==> src/hdl/shld_pkg.sv <==
// Package for the sync header length deframer.
// Holds the field widths, sync and control byte codes, result kinds and reset values.
// No dependencies.
`timescale 1ns / 1ps

package shld_pkg;

  localparam int unsigned ByteBits      = 8;
  localparam int unsigned KindBits      = 2;
  localparam int unsigned MagicBits     = 64;
  localparam int unsigned LineCfgBits   = 14;
  localparam int unsigned LineCntBits   = 13;
  localparam int unsigned CfgIndexBits  = 1;
  localparam int unsigned CfgDataBits   = 64;
  localparam int unsigned HeaderBytes   = 32;
  localparam int unsigned HeaderBits    = HeaderBytes * ByteBits;
  localparam int unsigned HdrCntBits    = $clog2(HeaderBytes);
  localparam int unsigned WordBits      = 64;
  localparam int unsigned LengthBitsDef = 64;

  // Configuration register indexes.
  localparam logic [CfgIndexBits-1:0] CfgMagic   = 1'd0;
  localparam logic [CfgIndexBits-1:0] CfgLineMax = 1'd1;

  localparam logic [MagicBits-1:0]   MagicReset = 64'd314159265;
  localparam logic [LineCfgBits-1:0] LineReset  = 14'd4096;
  localparam logic [LineCfgBits-1:0] LineCap    = 14'd8192;

  // Sync sequence and the newline byte.
  localparam logic [ByteBits-1:0] SyncByte0   = 8'h07;
  localparam logic [ByteBits-1:0] SyncByte1   = 8'h08;
  localparam logic [ByteBits-1:0] SyncByte2   = 8'h0D;
  localparam logic [ByteBits-1:0] SyncByte3   = 8'h09;
  localparam logic [ByteBits-1:0] NewlineByte = 8'h0A;

  // Result kinds.
  localparam logic [KindBits-1:0] KindLog   = 2'd0;
  localparam logic [KindBits-1:0] KindInfo  = 2'd1;
  localparam logic [KindBits-1:0] KindBody  = 2'd2;
  localparam logic [KindBits-1:0] KindEmpty = 2'd3;

endpackage

==> src/hdl/sync_header_length_deframer_top.sv <==
// A result appears in the output register in the cycle after its input beat is accepted.
// Throughput: one byte per cycle; the input stalls only while a held result is stalled.
// The per-byte work is a single pass between the accepted byte and the output register.
// Reset (asynchronous, active low) returns the parser to idle, clears the line count,
// empties the output register and loads the magic and line-limit registers with defaults.
// Depends on shld_pkg for widths, byte codes and result kinds.
`timescale 1ns / 1ps

module sync_header_length_deframer_top #(
  parameter int unsigned LENGTH_BITS = shld_pkg::LengthBitsDef
) (
  input  logic                                clk_i,
  input  logic                                rst_ni,
  input  logic                                cfg_we_i,
  input  logic [shld_pkg::CfgIndexBits-1:0]   cfg_index_i,
  input  logic [shld_pkg::CfgDataBits-1:0]    cfg_data_i,
  input  logic                                in_valid_i,
  output logic                                in_stall_o,
  input  logic [shld_pkg::ByteBits-1:0]       in_byte_i,
  output logic                                out_valid_o,
  input  logic                                out_stall_i,
  output logic [shld_pkg::ByteBits-1:0]       out_byte_o,
  output logic [shld_pkg::KindBits-1:0]       byte_kind_o,
  output logic                                line_end_o,
  output logic                                packet_last_o,
  output logic                                split_error_o
);

  localparam logic [2:0] PhIdle   = 3'd0;
  localparam logic [2:0] PhSync1  = 3'd1;
  localparam logic [2:0] PhSync2  = 3'd2;
  localparam logic [2:0] PhSync3  = 3'd3;
  localparam logic [2:0] PhHeader = 3'd4;
  localparam logic [2:0] PhData   = 3'd5;

  localparam int unsigned HB = shld_pkg::HeaderBits;
  localparam int unsigned WB = shld_pkg::WordBits;
  localparam int unsigned BB = shld_pkg::ByteBits;
  localparam logic [shld_pkg::HdrCntBits-1:0] HdrLast =
    shld_pkg::HdrCntBits'(shld_pkg::HeaderBytes - 1);
  localparam logic [shld_pkg::HdrCntBits-1:0] HdrHalf =
    shld_pkg::HdrCntBits'(shld_pkg::HeaderBytes / 2);

  // Control state.
  logic [2:0]                          phase_q, phase_d;
  logic [shld_pkg::HdrCntBits-1:0]     hdr_cnt_q, hdr_cnt_d;
  logic [shld_pkg::LineCntBits-1:0]    line_len_q, line_len_d;
  logic [shld_pkg::MagicBits-1:0]      magic_q;
  logic [shld_pkg::LineCfgBits-1:0]    line_max_q;
  logic                                out_valid_q;

  // Datapath state.
  logic [HB-1:0]                       hdr_q, hdr_d;
  logic [LENGTH_BITS-1:0]              remain_q, remain_d;
  logic [LENGTH_BITS-1:0]              info_left_q, info_left_d;
  logic                                err_q, err_d;

  logic [BB-1:0]                       res_byte_d, res_byte_q;
  logic [shld_pkg::KindBits-1:0]       res_kind_d, res_kind_q;
  logic                                res_le_d, res_le_q;
  logic                                res_last_d, res_last_q;
  logic                                res_err_d, res_err_q;
  logic                                res_valid;

  logic                                in_acc;
  logic [HB-1:0]                       hdr_full;
  logic [WB-1:0]                       w0, w1, w2, w3;
  logic [shld_pkg::LineCfgBits-1:0]    limit;
  logic [shld_pkg::LineCfgBits-1:0]    line_next;
  logic                                line_done;

  assign in_stall_o = out_valid_q & out_stall_i;
  assign in_acc     = in_valid_i & ~in_stall_o;

  // The header is shifted in from the top, so byte 0 ends at the bottom.
  assign hdr_full = {in_byte_i, hdr_q[HB-1:BB]};
  assign w0 = hdr_full[0*WB +: WB];
  assign w1 = hdr_full[1*WB +: WB];
  assign w2 = hdr_full[2*WB +: WB];
  assign w3 = hdr_full[3*WB +: WB];

  assign limit     = (line_max_q > shld_pkg::LineCap) ? shld_pkg::LineCap : line_max_q;
  assign line_next = shld_pkg::LineCfgBits'(line_len_q) + 1'b1;
  assign line_done = (in_byte_i == shld_pkg::NewlineByte) || (line_next >= limit);

  always_comb begin
    phase_d     = phase_q;
    hdr_cnt_d   = hdr_cnt_q;
    line_len_d  = line_len_q;
    hdr_d       = hdr_q;
    remain_d    = remain_q;
    info_left_d = info_left_q;
    err_d       = err_q;
    res_valid   = 1'b0;
    res_byte_d  = in_byte_i;
    res_kind_d  = shld_pkg::KindLog;
    res_le_d    = 1'b0;
    res_last_d  = 1'b0;
    res_err_d   = 1'b0;
    case (phase_q)
      PhIdle: begin
        if (in_byte_i == shld_pkg::SyncByte0) begin
          phase_d = PhSync1;
        end else begin
          res_valid  = 1'b1;
          res_le_d   = line_done;
          line_len_d = line_done ? '0 : line_next[shld_pkg::LineCntBits-1:0];
        end
      end
      PhSync1: begin
        phase_d = (in_byte_i == shld_pkg::SyncByte1) ? PhSync2 : PhIdle;
      end
      PhSync2: begin
        phase_d = (in_byte_i == shld_pkg::SyncByte2) ? PhSync3 : PhIdle;
      end
      PhSync3: begin
        hdr_cnt_d = '0;
        phase_d   = (in_byte_i == shld_pkg::SyncByte3) ? PhHeader : PhIdle;
      end
      PhHeader: begin
        hdr_d     = hdr_full;
        hdr_cnt_d = hdr_cnt_q + 1'b1;
        // Total and info are complete halfway through; compare them there.
        if (hdr_cnt_q == HdrHalf) begin
          err_d = hdr_q[HB/2 +: LENGTH_BITS] < hdr_q[HB/2 + WB +: LENGTH_BITS];
        end
        if (hdr_cnt_q == HdrLast) begin
          remain_d    = w0[LENGTH_BITS-1:0];
          info_left_d = w1[LENGTH_BITS-1:0];
          if ((w2 == magic_q) && ((w0 ^ w1 ^ w2 ^ w3) == '0)) begin
            phase_d = PhData;
          end else begin
            phase_d = PhIdle;
          end
        end
      end
      PhData: begin
        res_valid = 1'b1;
        if (remain_q == '0) begin
          res_byte_d = '0;
          res_kind_d = shld_pkg::KindEmpty;
          res_last_d = 1'b1;
          res_err_d  = err_q;
          phase_d    = PhIdle;
        end else begin
          res_kind_d = (info_left_q != '0) ? shld_pkg::KindInfo : shld_pkg::KindBody;
          if (info_left_q != '0) begin
            info_left_d = info_left_q - 1'b1;
          end
          remain_d = remain_q - 1'b1;
          if (remain_q == LENGTH_BITS'(1)) begin
            res_last_d = 1'b1;
            res_err_d  = err_q;
            phase_d    = PhIdle;
          end
        end
      end
      default: begin
        phase_d = PhIdle;
      end
    endcase
  end

  always_ff @(posedge clk_i or negedge rst_ni) begin
    if (!rst_ni) begin
      phase_q     <= PhIdle;
      hdr_cnt_q   <= '0;
      line_len_q  <= '0;
      out_valid_q <= 1'b0;
      magic_q     <= shld_pkg::MagicReset;
      line_max_q  <= shld_pkg::LineReset;
    end else begin
      if (cfg_we_i) begin
        case (cfg_index_i)
          shld_pkg::CfgMagic:   magic_q    <= cfg_data_i;
          shld_pkg::CfgLineMax: line_max_q <= cfg_data_i[shld_pkg::LineCfgBits-1:0];
          default: ;
        endcase
      end
      if (in_acc) begin
        phase_q     <= phase_d;
        hdr_cnt_q   <= hdr_cnt_d;
        line_len_q  <= line_len_d;
        out_valid_q <= res_valid;
      end else if (!out_stall_i) begin
        out_valid_q <= 1'b0;
      end
    end
  end

  always_ff @(posedge clk_i) begin
    if (in_acc) begin
      hdr_q       <= hdr_d;
      remain_q    <= remain_d;
      info_left_q <= info_left_d;
      err_q       <= err_d;
      if (res_valid) begin
        res_byte_q <= res_byte_d;
        res_kind_q <= res_kind_d;
        res_le_q   <= res_le_d;
        res_last_q <= res_last_d;
        res_err_q  <= res_err_d;
      end
    end
  end

  assign out_valid_o   = out_valid_q;
  assign out_byte_o    = res_byte_q;
  assign byte_kind_o   = res_kind_q;
  assign line_end_o    = res_le_q;
  assign packet_last_o = res_last_q;
  assign split_error_o = res_err_q;

  // A log beat never closes a packet, and a payload beat never closes a line.
  a_log_not_last: assert property (@(posedge clk_i) disable iff (!rst_ni)
    out_valid_o && (byte_kind_o == shld_pkg::KindLog) |-> !packet_last_o)
    else $error("log beat marked as packet end");

  a_payload_no_line_end: assert property (@(posedge clk_i) disable iff (!rst_ni)
    out_valid_o && (byte_kind_o != shld_pkg::KindLog) |-> !line_end_o)
    else $error("payload beat marked as line end");

  a_err_on_last: assert property (@(posedge clk_i) disable iff (!rst_ni)
    out_valid_o && split_error_o |-> packet_last_o)
    else $error("split error outside the last beat of a packet");

  a_empty_end: assert property (@(posedge clk_i) disable iff (!rst_ni)
    out_valid_o && (byte_kind_o == shld_pkg::KindEmpty) |-> packet_last_o && (out_byte_o == '0))
    else $error("empty packet end malformed");

  a_last_back_to_idle: assert property (@(posedge clk_i) disable iff (!rst_ni)
    in_acc && res_valid && res_last_d |=> phase_q == PhIdle)
    else $error("parser not idle after packet end");

endmodule
==> config.mk <==
export PLATFORM = sky130hd
export DESIGN_NAME = sync_header_length_deframer_top
export DESIGN_NICKNAME = d
export VERILOG_FILES = /design/src/hdl/shld_pkg.sv /design/src/hdl/sync_header_length_deframer_top.sv
export SDC_FILE = /design/constraint.sdc
export NUM_CORES = 1
export LEC_CHECK = 0
export ABC_AREA = 1
export BUFFER_PORTS_ARGS = -buffer_cell sky130_fd_sc_hd__buf_2
export CAP_MARGIN = 20
export CORE_UTILIZATION = 63
export CTS_BUF_LIST = sky130_fd_sc_hd__clkbuf_16
export DETAILED_ROUTE_END_ITERATION = 12
export PLACE_DENSITY = 0.78
export SLEW_MARGIN = 25
export SYNTH_ARGS = -nofsm -noshare
export SYNTH_HDL_FRONTEND = slang
export SYNTH_SLANG_ARGS = --single-unit
==> constraint.sdc <==
create_clock -name clk_i -period 18.2 [get_ports clk_i]
set_input_delay 3.64 -clock clk_i [delete_from_list [all_inputs] [get_ports clk_i]]
set_output_delay 3.64 -clock clk_i [all_outputs]
set_load 0.03 [all_outputs]
Word-level counts from Yosys, hierarchy flattened
Cells that the tools add are included.
{"block": "classes", "n_lt_le_gt_ge": 3, "mux": 31, "addsub": 4, "bitwise": 9, "n_reduce_logical": 19, "eq_ne": 20}
{"cell": "$mux W64", "n": 5}
{"cell": "$pmux W64 S2", "n": 2}
{"cell": "$xor A64 B64 Y64", "n": 3}
{"cell": "$logic_not A64 Y1", "n": 2}
{"cell": "$sub A64 B1 Y64 const B", "n": 2}
{"cell": "$eq A64 B1 Y1 const B", "n": 1}
{"cell": "$eq A64 B64 Y1", "n": 1}
{"cell": "$lt A64 B64 Y1", "n": 1}
{"cell": "$reduce_bool A64 Y1", "n": 1}
{"cell": "$eq A8 B4 Y1 const B", "n": 4}
{"cell": "$mux W3", "n": 6}
{"cell": "$pmux W3 S6", "n": 1}
{"cell": "$mux W8", "n": 2}
{"cell": "$add A13 B1 Y14 const B", "n": 1}
{"cell": "$ge A14 B14 Y1", "n": 1}
{"cell": "$gt A14 B14 Y1 const B", "n": 1}
{"cell": "$mux W14", "n": 1}
{"cell": "$mux W13", "n": 1}
{"cell": "$eq A5 B5 Y1 const B", "n": 2}
{"cell": "$pmux W5 S2", "n": 1}
{"cell": "$reduce_and A2 Y1", "n": 5}
{"cell": "$eq A8 B3 Y1 const B", "n": 1}
{"cell": "$mux W2", "n": 4}
{"cell": "$ne A2 B2 Y1 const B", "n": 4}
{"cell": "other kinds (18)", "n": 33}
{"block": "word_totals", "reg_bits": 498, "input_bits": 78}

Logic depth before layout (Yosys ltp)
{"block": "depth", "word_depth": 8, "mapped_depth": 18, "mapped_depth_nobuf": 17}

Worst setup path after synthesis
No wires, ideal clock.
{"block": "synth_path", "path_kind": "input to register", "from": "input port out_stall_i", "to": "register err_q, enable pin", "t_required_ns": 17.848, "t_arrival_ns": 16.062, "n_path_buf": 0, "path_slack_ns": 1.786, "path_stages": 7, "path_cell_list": "nand2_1 > inv_1 > nor2_1 > inv_1 > nor2_1 > inv_1 > nor3_1"}
{"block": "synth_between", "elab_chain_len": 4}
{"item": "from (decl)", "line": "sync_header_length_deframer_top.sv:21", "text": "input logic out_stall_i,"}
{"item": "$and A1 B1 Y1", "line": "sync_header_length_deframer_top.sv:72", "text": "assign in_stall_o = out_valid_q & out_stall_i;"}
{"item": "via in_stall_o", "line": "sync_header_length_deframer_top.sv:18", "text": "output logic in_stall_o,"}
{"item": "$not A1 Y1", "line": "sync_header_length_deframer_top.sv:73", "text": "assign in_acc = in_valid_i & ~in_stall_o;"}
{"item": "$and A1 B1 Y1", "line": "sync_header_length_deframer_top.sv:73"}
{"item": "$reduce_and A3 Y1 (no line)"}
{"item": "to (signal assigned)", "line": "sync_header_length_deframer_top.sv:196", "text": "err_q <= err_d;"}
{"item": "to (decl)", "line": "sync_header_length_deframer_top.sv:56", "text": "logic err_q, err_d;"}
The timed path passes the listed nets, and every way through them passes these cells.
A chain may end at the register's enable or synchronous reset.

Worst setup path after layout
{"block": "layout_path", "from": "input port out_stall_i", "to": "output port in_stall_o"}
{"block": "layout_between", "elab_chain_len": 1}
{"item": "$and A1 B1 Y1", "line": "sync_header_length_deframer_top.sv:72"}
{"item": "to (decl)", "line": "sync_header_length_deframer_top.sv:18"}
Every way passes these cells.

==> reports/qor.yml <==
grt_pass1_vias: 20800
ys.flop_type: "edfxtp_1"
drt-initial-drc-count: 2729
cts_buffer_depth: 3
core_area_um2: 42000
max_cap_violations: 0
yosysMostFrequentCell: "nand2_1"
post_cts_buffers: 0
cts_root_buf: "clkbuf_16"
status: "complete, no violations"
syn_nets: 3124
cp_cell_sequence: "buf_2 -> nand2_1 -> inv_1 -> buf_2"
htree_levels: 2
max_freq_mhz: 131
slowest_stage: "buf_2"
ir_drop_uv: 92.6
postCtsHoldBufs: 0
antenna_left: 0
slew_headroom_pct: 28.9
async_flop_share_pct: 20.4
cts_buffers: 52
nets: 3236
vias: 21700
cts_sinks: 490
finalHoldViolations: 0
instances_no_fill: 3657
synthCells: 2962
initial_core_util_pct: 64.1
setup_viol: 0
cp.required_ns: 14.56
n_antenna_cell: 0
crit_path_end_kind: "primary output"
cp_common_cell: "buf_2"
drive_above_1_share_pct: 10.8
ys_top_cells_by_area: "edfxtp_1 (43%), nand2_1 (11%), dfrtp_1 (8.0%)"
die_h_um: 209
synth_edf_count: 390
path_class: "in2out"
ys_types: 56
cts_tree: "done"
finalCritPeriodShare_pct: 42.1
p_per_area_nw_per_um2: 85.3
fin_worst_skew_ns: 0.0165
die_w_um: 209
crit_fanout: 3
synth-seq-area-share_pct: 52.8
area_growth_pct: 10.7
port_buffers: 92
final_max_slew_viol_count: 0
syn_avg_cell_area_um2: 9.10
totalWireLength_um: 84600
firstDrtPassIters: 6
syn_area_um2: 27000
worst_pin_slew_ns: 1.07
drc: 0
total_leakage_power_nw: 12.7
dp_hpwl_um: 65300
yosysTopAreaCell: "edfxtp_1"
ioPinCount: 93
holdWs_ns: 0.453
grt-ovfl-total: 0
antenna_found_initial: 4
cp_data_arrival_time_ns: 4.02
setup-tns-final_ns: 0
grt_pass1_wl_um: 125000
period_minus_slack_ns: 7.66
crit_path_start_kind: "input port"
hold_class: "reg2reg"
yosysWarningCount: 0
gp_congestion: 1.00
rsz0062_at_grt: "false"
vias_per_cell: 5.94
grt_usage_pct: 39.3
rows: 75
clk_pin_slew_worst_paths_ns: 0.07
synth_top_cell_area_share_pct: 43.5
synth_common_cells: "nand2_1 (824), edfxtp_1 (390), inv_1 (340)"
grt_max_degree: 91
detail_route.wl_per_cell_um: 23.1
dp.cells: 3559
cts_resized: 0
max_stage_delay_ns: 0.20
clk-insertion-delay-late_ns: 0.61
ys_seq_elements: 490
dieArea_um2: 43600
## flip-flops by register name (all words and copies together) (netlist names), 2 cells and up
name and count:
info_left_q 64, byte_kind_o 2, phase_q 3, line_len_q 13, remain_q 64, magic_q 64
out_byte_o 8, line_max_q 14, hdr_q 248, hdr_cnt_q 5
## path summary, 6_finish.rpt
check	start	to	slack (ns)	cells after the start
worst max-delay path	out_stall_i	in_stall_o	10.54	4
worst min-delay path	hdr_q[211]$_DFFE_PP_	hdr_q[203]$_DFFE_PP_	0.45	0
worst max register to register	info_left_q[0]$_DFFE_PP_	info_left_q[18]$_DFFE_PP_	14.56	13
worst min register to register	hdr_q[211]$_DFFE_PP_	hdr_q[203]$_DFFE_PP_	0.45	0
max in group asynchronous	rst_ni	magic_q[9]$_DFFE_PN0P_	14.28	2
min in group asynchronous	rst_ni	line_len_q[9]$_DFFE_PN0P_	2.93	1
## per-layer routing
metal	global-route usage, %	routed length [µm]	vias to the layer above
met5	0	16	-
met4	24.4	5880	4
met3	8.18	9200	212
met2	59.6	36900	1223
met1	52.0	32600	10200
li1	-	-	10000
## area by class of cell
class,count,area [µm²]
inverters,343,1290
clock inverters,44,433
multi-input cells,2085,11300
well taps,539,674
fillers,3242,12200
clock buffers,54,1350
repair buffers,102,546
flip-flops and latches,490,14200
## stage by stage
| step | utilization, % | power, mW | setup slack (ns) | instance area (µm²) |
|---|---|---|---|---|
| finish | 70.9 | 2.54 | 10.54 | 29800 |
| global route | 70.9 | 2.61 | 10.50 | 29800 |
| CTS | 70.9 | 2.54 | 10.54 | 29800 |
| detailed placement | 66.7 | 1.45 | 10.54 | 28000 |
| global placement | 66.7 | 1.44 | 10.52 | 28000 |
| floorplan | - | 1.39 | 1.79 | 27000 |
## cells in the final DEF (no fill, tap or decap), types with 14 or more instances in the layout
cell,n
edfxtp_1,390
buf_2,91
clkbuf_16,54
dfstp_2,14
nor4_1,17
nand3_1,151
xor2_1,122
mux2_2,38
nand4_1,41
nand2_1,822
nor2_2,24
o21ai_0,166
nand3b_1,29
xnor2_1,76
dfrtp_1,86
inv_1,344
ha_1,84
a21oi_1,73
nor2_1,300
nor3_1,36
## cell families after synthesis
logic type / count (synthesis) / synth area share, %
compound gates: 277 / 5.46
simple gates: 1488 / 24.4
fa+ha+maj: 84 / 3.90
mux: 38 / 1.59
flops: 490 / 52.8
xor+xnor: 198 / 6.43
buf+inv: 387 / 5.42
## report_power, final
part	internal, mW	leakage [nW]	switching (mW)
logic	0.0622	7.15	0.0992
registers	1.24	4.70	0.0289
clock network	0.643	0.886	0.475
## critical path, delay by kind of cell
kind                   cells  cell delay [ns]
buffers and inverters      3             0.34
AND/OR/NAND/NOR            1             0.04
No activity file was read; power rests on OpenSTA's default activity.
